[src/sv/sync_header_channel_deframer_assert.svh]
// Assertion macros for the sync header channel deframer.
// Used by sync_header_channel_deframer.sv; relies on clk and rst_n in scope.
`ifndef SYNC_HEADER_CHANNEL_DEFRAMER_ASSERT_SVH
`define SYNC_HEADER_CHANNEL_DEFRAMER_ASSERT_SVH

// Checked only outside reset
`define SHCD_ASSERT(lbl, prop, msg) \
  lbl: assert property (@(posedge clk) disable iff (!rst_n) prop) else $error(msg);

// Checked on every edge, reset included
`define SHCD_ASSERT_ALWAYS(lbl, prop, msg) \
  lbl: assert property (@(posedge clk) prop) else $error(msg);

`endif

[src/sv/shcd_pkg.sv]
// Shared types and constants for the sync header channel deframer.
// No dependencies.
package shcd_pkg;

  // Framing phase
  typedef enum logic [1:0] {
    PH_HUNT     = 2'd0,
    PH_FRAMENUM = 2'd1,
    PH_DATA     = 2'd2
  } phase_t;

  // Sync pair
  localparam logic [7:0] SYNC_FIRST  = 8'hFF;
  localparam logic [7:0] SYNC_SECOND = 8'hFE;

  // Side tag codes
  localparam logic [1:0] TAG_NONE  = 2'd0;
  localparam logic [1:0] TAG_LEFT  = 2'd1;
  localparam logic [1:0] TAG_RIGHT = 2'd2;

  // Field widths
  localparam int unsigned BYTE_W  = 8;
  localparam int unsigned WORD_W  = 16;
  localparam int unsigned INDEX_W = 5;
  localparam int unsigned TAG_W   = 2;

endpackage

[src/sv/sync_header_channel_deframer.sv]
// Sync header channel deframer: top level and all datapath.
// Depends on shcd_pkg and sync_header_channel_deframer_assert.svh.

// Takes one received byte per request and hunts for the sync pair 0xFF 0xFE
// (a repeated 0xFF still counts as the first sync byte). After sync it
// captures a little-endian 16-bit frame number, then CHANNELS little-endian
// 16-bit words; each completed word leaves as one result request carrying
// its index, the frame number, the side tag (code 3 reads as none) and a
// last flag on the final word, after which hunting restarts. A frame is
// 4 + 2*CHANNELS bytes. Throughput is one byte per cycle while in_stall is low:
// the byte passes an input register, one short decode step and the result register,
// so a result is offered once its closing byte has passed both registers. in_stall
// is raised only while the input register is full and the result register is both
// full and stalled; out_stall reaches in_stall through one gate.
`include "sync_header_channel_deframer_assert.svh"

module sync_header_channel_deframer #(
  parameter int unsigned CHANNELS = 32
) (
  input  logic                                 clk,
  input  logic                                 rst_n,
  // configuration
  input  logic                                 cfg_we,
  input  logic [shcd_pkg::TAG_W-1:0]           cfg_wdata,
  // byte input
  input  logic                                 in_valid,
  output logic                                 in_stall,
  input  logic [shcd_pkg::BYTE_W-1:0]          in_rx_byte,
  // channel words out
  output logic                                 out_valid,
  input  logic                                 out_stall,
  output logic [shcd_pkg::WORD_W-1:0]          out_channel_value,
  output logic [shcd_pkg::INDEX_W-1:0]         out_channel_index,
  output logic [shcd_pkg::WORD_W-1:0]          out_frame_count,
  output logic [shcd_pkg::TAG_W-1:0]           out_source_tag,
  output logic                                 out_last_of_frame
);

  localparam int unsigned IDX_W = (CHANNELS > 1) ? $clog2(CHANNELS) : 1;
  localparam logic [IDX_W-1:0] LAST_IDX = IDX_W'(CHANNELS - 1);

  // Registers
  logic                              s1_valid_r, s1_valid_nxt;
  logic [shcd_pkg::BYTE_W-1:0]       s1_byte_r;
  logic [shcd_pkg::TAG_W-1:0]        side_tag_r;
  shcd_pkg::phase_t                  phase_r, phase_nxt;
  logic                              saw_first_r, saw_first_nxt;
  logic                              half_r, half_nxt;
  logic [IDX_W-1:0]                  word_idx_r, word_idx_nxt;
  logic [shcd_pkg::BYTE_W-1:0]       low_byte_r, low_byte_nxt;
  logic [shcd_pkg::WORD_W-1:0]       frame_num_r, frame_num_nxt;
  logic                              out_valid_r, out_valid_nxt;
  logic [shcd_pkg::WORD_W-1:0]       out_value_r;
  logic [shcd_pkg::INDEX_W-1:0]      out_index_r;
  logic [shcd_pkg::WORD_W-1:0]       out_frame_r;
  logic [shcd_pkg::TAG_W-1:0]        out_tag_r;
  logic                              out_last_r;

  // Decode
  logic                              in_take;
  logic                              advance;
  logic                              emit;
  logic                              last_word;
  logic [shcd_pkg::TAG_W-1:0]        tag_eff;
  logic [IDX_W+shcd_pkg::INDEX_W-1:0] idx_ext;

  // Handshake: the input register moves on when the result slot is free
  assign advance  = s1_valid_r && (!out_valid_r || !out_stall);
  assign in_stall = s1_valid_r && out_valid_r && out_stall;
  assign in_take  = in_valid && !in_stall;

  assign last_word = (word_idx_r == LAST_IDX);
  assign tag_eff   = (side_tag_r == shcd_pkg::TAG_LEFT || side_tag_r == shcd_pkg::TAG_RIGHT)
                     ? side_tag_r : shcd_pkg::TAG_NONE;
  assign idx_ext   = {{shcd_pkg::INDEX_W{1'b0}}, word_idx_r};

  // Framing state machine, one byte per step
  always_comb begin
    phase_nxt     = phase_r;
    saw_first_nxt = saw_first_r;
    half_nxt      = half_r;
    word_idx_nxt  = word_idx_r;
    low_byte_nxt  = low_byte_r;
    frame_num_nxt = frame_num_r;
    emit          = 1'b0;
    unique case (phase_r)
      shcd_pkg::PH_FRAMENUM: begin
        if (!half_r) begin
          low_byte_nxt = s1_byte_r;
          half_nxt     = 1'b1;
        end else begin
          frame_num_nxt = {s1_byte_r, low_byte_r};
          phase_nxt     = shcd_pkg::PH_DATA;
          half_nxt      = 1'b0;
          word_idx_nxt  = '0;
        end
      end
      shcd_pkg::PH_DATA: begin
        if (!half_r) begin
          low_byte_nxt = s1_byte_r;
          half_nxt     = 1'b1;
        end else begin
          emit     = 1'b1;
          half_nxt = 1'b0;
          if (last_word) begin
            phase_nxt     = shcd_pkg::PH_HUNT;
            saw_first_nxt = 1'b0;
            word_idx_nxt  = '0;
          end else begin
            word_idx_nxt = word_idx_r + 1'b1;
          end
        end
      end
      default: begin
        // hunting, and any unused phase code
        phase_nxt = shcd_pkg::PH_HUNT;
        if (saw_first_r && s1_byte_r == shcd_pkg::SYNC_SECOND) begin
          phase_nxt     = shcd_pkg::PH_FRAMENUM;
          saw_first_nxt = 1'b0;
          half_nxt      = 1'b0;
          word_idx_nxt  = '0;
        end else begin
          saw_first_nxt = (s1_byte_r == shcd_pkg::SYNC_FIRST);
        end
      end
    endcase
  end

  // Input register occupancy and result valid
  always_comb begin
    s1_valid_nxt = s1_valid_r;
    if (in_take) begin
      s1_valid_nxt = 1'b1;
    end else if (advance) begin
      s1_valid_nxt = 1'b0;
    end
    out_valid_nxt = out_valid_r;
    if (advance) begin
      out_valid_nxt = emit;
    end else if (!out_stall) begin
      out_valid_nxt = 1'b0;
    end
  end

  // Control registers
  always_ff @(posedge clk) begin
    if (!rst_n) begin
      s1_valid_r  <= 1'b0;
      out_valid_r <= 1'b0;
      side_tag_r  <= shcd_pkg::TAG_NONE;
      phase_r     <= shcd_pkg::PH_HUNT;
      saw_first_r <= 1'b0;
      half_r      <= 1'b0;
      word_idx_r  <= '0;
    end else begin
      s1_valid_r  <= s1_valid_nxt;
      out_valid_r <= out_valid_nxt;
      if (cfg_we) begin
        side_tag_r <= cfg_wdata;
      end
      if (advance) begin
        phase_r     <= phase_nxt;
        saw_first_r <= saw_first_nxt;
        half_r      <= half_nxt;
        word_idx_r  <= word_idx_nxt;
      end
    end
  end

  // Payload registers
  always_ff @(posedge clk) begin
    if (in_take) begin
      s1_byte_r <= in_rx_byte;
    end
    if (advance) begin
      low_byte_r  <= low_byte_nxt;
      frame_num_r <= frame_num_nxt;
    end
    if (advance && emit) begin
      out_value_r <= {s1_byte_r, low_byte_r};
      out_index_r <= idx_ext[shcd_pkg::INDEX_W-1:0];
      out_frame_r <= frame_num_r;
      out_tag_r   <= tag_eff;
      out_last_r  <= last_word;
    end
  end

  assign out_valid         = out_valid_r;
  assign out_channel_value = out_value_r;
  assign out_channel_index = out_index_r;
  assign out_frame_count   = out_frame_r;
  assign out_source_tag    = out_tag_r;
  assign out_last_of_frame = out_last_r;

  // Checks
  `SHCD_ASSERT(a_stall_cause, in_stall |-> (s1_valid_r && out_valid_r && out_stall), "in_stall without a blocked result")
  `SHCD_ASSERT(a_emit_valid, (advance && emit) |=> out_valid_r, "word completed but no result request")
  `SHCD_ASSERT(a_last_hunt, (advance && emit && last_word) |=> (phase_r == shcd_pkg::PH_HUNT), "no return to hunting after the last word")
  `SHCD_ASSERT(a_hunt_clean, (phase_r == shcd_pkg::PH_HUNT) |-> (word_idx_r == '0 && !half_r), "stale word position while hunting")
  `SHCD_ASSERT_ALWAYS(a_reset_idle, !rst_n |=> (!out_valid_r && !s1_valid_r), "request pending after reset")

endmodule
[config.mk]
export PLATFORM = sky130hd
export DESIGN_NAME = sync_header_channel_deframer
export DESIGN_NICKNAME = d
export VERILOG_FILES = /design/src/sv/shcd_pkg.sv /design/src/sv/sync_header_channel_deframer.sv
export VERILOG_INCLUDE_DIRS = /design/src /design/src/sv
export SDC_FILE = /design/constraint.sdc
export NUM_CORES = 1
export LEC_CHECK = 0
export ABC_AREA = 1
export ABC_CLOCK_PERIOD_IN_PS = 6250
export BUFFER_PORTS_ARGS = -buffer_cell sky130_fd_sc_hd__buf_2
export CAP_MARGIN = 20
export CELL_PAD_IN_SITES_DETAIL_PLACEMENT = 1
export CELL_PAD_IN_SITES_GLOBAL_PLACEMENT = 2
export CORE_ASPECT_RATIO = 1.75
export CORE_MARGIN = 2
export CORE_UTILIZATION = 43
export CTS_BUF_LIST = sky130_fd_sc_hd__clkbuf_2 sky130_fd_sc_hd__clkbuf_4 sky130_fd_sc_hd__clkbuf_8
export DETAILED_ROUTE_END_ITERATION = 10
export GPL_ROUTABILITY_DRIVEN = 0
export PLACE_DENSITY_LB_ADDON = 0.1
export SLEW_MARGIN = 10
export SYNTH_ARGS = -nofsm -noshare
export SYNTH_HDL_FRONTEND = slang
export SYNTH_SLANG_ARGS = --single-unit
[constraint.sdc]
create_clock -name clk -period 6.25 [get_ports clk]
set_input_delay 1.25 -clock clk [delete_from_list [all_inputs] [get_ports clk]]
set_output_delay 1.25 -clock clk [all_outputs]
set_load 0.01 [all_outputs]
**Word-level counts from Yosys, hierarchy flattened**

Cells that the tools add are included.

- Flip-flop bits (word level): 85
- Input port bits: 15
- Output and inout port bits: 42
- Word-level logic and storage cells: 73

- Add/sub/neg operators: 1
- Equality and inequality tests: 11
- Mux-type cells: 23
- Bitwise operators: 2
- Reductions and logical operators: 21

Operator list:

| operator | count |
|---|---|
| 5-bit two-way mux | 4 |
| 8-bit equality test, second input constant | 2 |
| 1-bit two-way mux | 13 |
| 4-bit AND reduction | 3 |
| 5-bit one-hot mux with 2 select lines | 1 |
| 1-bit logical AND | 6 |
| 2-bit two-way mux | 3 |
| 2-bit inequality test, second input constant | 3 |
| 3-bit AND reduction | 2 |
| 5-bit by 1-bit adder with 5-bit output, second input constant | 1 |
| 5-bit equality test, second input constant | 1 |
| 2-bit by 1-bit equality test with 1-bit output, second input constant | 2 |
| 2-bit equality test, second input constant | 2 |
| 2-bit one-hot mux with 2 select lines | 1 |
| 2-bit nonzero test | 2 |
| 1-bit zero test | 3 |
| 3-bit nonzero test | 1 |
| 1-bit logical OR | 2 |
| 2-bit by 1-bit inequality test with 1-bit output, second input constant | 1 |
| 1-bit NOT | 2 |
| 1-bit one-hot mux with 2 select lines | 1 |
| 2-bit AND reduction | 1 |
| 2-bit OR reduction | 1 |

**Longest topological paths before layout**

- Depth in word-level cells: 5
- Gate-level depth with buffers: 9
- Mapped depth without buffers: 9

**Least setup slack after synthesis**

No wires, ideal clock.

- Kind: input -> register
- Start: input out_stall
- End: register out_index_r (netlist bit out_channel_index[0]), enable pin
- Library setup time: 437 ps
- Data arrival time: 3,211 ps
- Data required time: 5,813 ps
- Setup slack: 2,601 ps
- Stages on the path: 3
- Path buffers: 0
- Path through: nand2_1 > nand3_1 > nor2_1

- Word-level cells in the longest chain between the ends: 4

RTL lines:

| item | RTL line | RTL |
|---|---|---|
| start, declared | sync_header_channel_deframer.sv:31 | `input logic out_stall,` |
| 1-bit zero test | - |  |
| 1-bit logical OR | sync_header_channel_deframer.sv:68 | `assign advance = s1_valid_r && (!out_valid_r \|\| !out_stall);` |
| 1-bit logical AND | sync_header_channel_deframer.sv:68 |  |
| 1-bit logical AND | sync_header_channel_deframer.sv:179 | `if (advance && emit) begin` |
| end signal, assigned | sync_header_channel_deframer.sv:181 | `out_index_r <= idx_ext[shcd_pkg::INDEX_W-1:0];` |
| end, declared | sync_header_channel_deframer.sv:54 | `logic [shcd_pkg::INDEX_W-1:0] out_index_r;` |

Every way passes these cells.
A chain may end at the register's enable or synchronous reset.

**Worst setup path in the final report**

- Start: input out_stall
- End: output in_stall

- Word-level cells in the longest chain between the ends: 1

RTL lines:

| item | RTL line | RTL |
|---|---|---|
| 1-bit logical AND | sync_header_channel_deframer.sv:69 | `assign in_stall = s1_valid_r && out_valid_r && out_stall;` |
| end, declared | sync_header_channel_deframer.sv:27 | `output logic in_stall,` |

Every way passes these cells.

==> metrics.md <==
| Metric | Value |
|---|---|
| Port buffer count | `56` |
| Initial Util | `44.7%` |
| Placed Cells | `326` |
| Largest net degree at the start of global routing | `41` |
| Synth Area per Inst | `15.5 µm²` |
| Cts bufs inserted | `9` |
| WP data required | `5.00 ns` |
| Fin nets | `277` |
| Die X | `66.3 µm` |
| Maxcap violations | `0` |
| Die area | `0.00749 mm²` |
| Post-Syn Area | `0.00292 mm²` |
| Fin. Hold Viols | `0` |
| Io pins | `57` |
| Pwr/cell area | `296 mW/mm²` |
| Number of synthesis warnings | `0` |
| Global-route wire length before repair | `8.25 mm` |
| Post-CTS setup buffer count | `0` |
| Outcome | `finished clean` |
| Unrepaired setup endpoints after global routing | `false` |
| Arr. time, crit path | `1.74 ns` |
| Post-synthesis cell type count | `17` |
| Row cnt | `39` |
| Setup TNS | `0 ns` |
| Final Cell Area | `0.00354 mm²` |
| VDD IR max | `157 µV` |
| Residual DRC count | `0` |
| CTS tree | `done` |
| Via total after detailed routing | `1640` |
| Root Buffer | `clkbuf_8` |
| Vias/cell | `4.77` |
| # setup viols final | `0` |
| Critical path type | `in -> out` |
| Clock Skews | `0.00657 ns` |
| Fin cells | `344` |
| Worst skew pair latency | `0.35 ns` |
| Initial antenna violation count | `0` |
| DRT Wirelength | `5.13 mm` |
| Sw Ratio | `21.5%` |
| Total GRT Usage | `15.5%` |
| Antenna diodes | `0` |
| Crit path cell chain | `buf_2 -> nand2_1 -> nor2_1 -> buf_2` |
| Share of cells above drive strength 1 | `31.3%` |
| Post-synthesis sequential area ratio | `82.9%` |
| F_max | `0.334 GHz` |
| Post-CTS sizing | `0` |
| Reg power frac | `60.5%` |
| Buf/Inv on CP | `2` |
| Height of the die | `113 µm` |
| Clock sink count | `85` |
| Comb pwr share | `3.5%` |
| CP max FO | `5` |
| Hold_buf cts | `0` |
| Global route total overflow | `0` |
| Post-route ant nets | `0` |
| Post-synth net total | `208` |
| Internal Pwr Total | `0.000823 W` |
| Slowest Stage Delay on Critical Path | `0.15 ns` |
| Mapped Cells | `188` |
| Area Growth Syn to Fin | `21.2%` |
| Vias in the first global route | `1688` |
| Final Max Tran Viols | `0` |
| P_leak | `1.35 nW` |
| Final period utilization | `47.9%` |
| Max clock buf depth | `2` |
| Initial DRC Count | `55` |
| CP Capture Type | `output port` |
| HPWL after DPL | `3.77 mm` |
| CP startpoint kind | `input port` |
| Most frequent CP cell | `buf_2` |
| Critical Path Slowest Stage Cell | `nor2_1` |
| Crit-path leading delay family | `simple AND/OR/NAND/NOR gates` |
| NetSw | `0.000226 W` |
| Class of the worst hold path | `reg -> reg` |
| Max-Slew Margin vs Limit | `64.8%` |
| R2R setup slack | `4.43 ns` |
| CTS clk-pin slew, worst paths | `0.08 ns` |
| Clock power share | `36.0%` |
| Worst-margin pin slew | `0.524 ns` |
| Flops & latches, synth | `85` |
| Drt pass-1 iters | `4` |
| Dpl cell area | `0.00331 mm²` |
| # H-tree levels | `3` |
| Post-route minimum period | `2.99 ns` |
| Routed len/inst | `14.9 µm` |
| Core area | `0.00654 mm²` |
-- flip-flops by register name, indices dropped and copies added, names as in the netlist, 2 cells and up --
name and count:
out_channel_value 16, low_byte_r 8, phase_r 2, word_idx_r 5, s1_byte_r 8, out_frame_count 16
side_tag_r 2, out_source_tag 2, out_channel_index 5, frame_num_r 16
-- through the flow --
step                total power [W]  hold WS, ns  setup slack (ns)  utilization (%)
floorplan                  0.000668        0.400              2.60                -
global placement           0.000683        0.401              3.28             50.7
detailed placement         0.000685        0.407              3.23             50.7
CTS                         0.00106        0.426              3.25             53.7
global route                0.00109        0.432              3.20             54.1
finish                      0.00105        0.424              3.26             54.1
-- cells in the mapped netlist (all sizes together) --
master	n	area [µm²]
edfxtp	72	2160
a21oi	11	55.1
or2	1	6.26
nor3	3	15.0
nand3	11	60.1
o21ai	7	35.0
inv	16	60.1
ha	5	62.6
clkbuf	1	3.75
nand2	22	87.6
nand4	3	18.8
dfxtp	13	260
nor2	23	93.8
-- final timing paths --
| kind | start | endpoint | depth (start not counted) |
|---|---|---|---|
| min | frame_num_r[7] | out_frame_count[7] | 0 |
| min reg2reg | frame_num_r[7] | out_frame_count[7] | 0 |
| max | out_stall | in_stall | 4 |
| max reg2reg | phase_r[0] | low_byte_r[4] | 4 |
-- cell usage in the layout (no fill, tap or decap), types with 2 or more instances in the layout --
cell	count
nand2_1	20
nor2_4	2
inv_1	15
nor2_1	21
nand4_1	3
nand3_1	10
nand2_2	2
o21ai_0	7
buf_2	56
clkinvlp_4	3
nor3_1	3
dfxtp_1	13
edfxtp_1	72
ha_1	5
a21oi_1	11
clkbuf_8	9
-- power by group through the flow --
| stage | clock, W | combinational [W] | sequential [W] |
|---|---|---|---|
| detailed placement | 0 | 0.0000372 | 0.000648 |
| global route | 0.000408 | 0.0000433 | 0.000636 |
| floorplan | 0 | 0.0000246 | 0.000644 |
| global placement | 0 | 0.0000365 | 0.000647 |
| CTS | 0.000390 | 0.0000373 | 0.000635 |
| finish | 0.000378 | 0.0000367 | 0.000634 |
-- cell type report --
type / count / area, µm²
Clock buffer: 9 / 124
Fill cell: 685 / 3000
Multi-Input combinational cell: 86 / 442
Inverter: 16 / 60.1
Clock inverter: 7 / 75.1
Tap cell: 82 / 103
Timing Repair Buffer: 59 / 313
Sequential cell: 85 / 2420
-- routing by layer --
| metal | part of all wire, % | vias up | global-route usage [%] | routed length, µm |
|---|---|---|---|---|
| met3 | 3.5 | 9 | 4.67 | 181 |
| met5 | 0 | - | 0 | 0 |
| met4 | 2.1 | 0 | 7.35 | 107 |
| met1 | 38 | 783 | 15.0 | 1930 |
| met2 | 57 | 41 | 28.6 | 2920 |
| li1 | - | 807 | - | - |
-- kinds of logic after synthesis --
logic type	share of synthesized area, %
fa+ha+maj	2.14
simple gates	9.64
buf+inv	2.18
compound gates	3.08
flops	82.9
(Power assumes the default switching activity.)
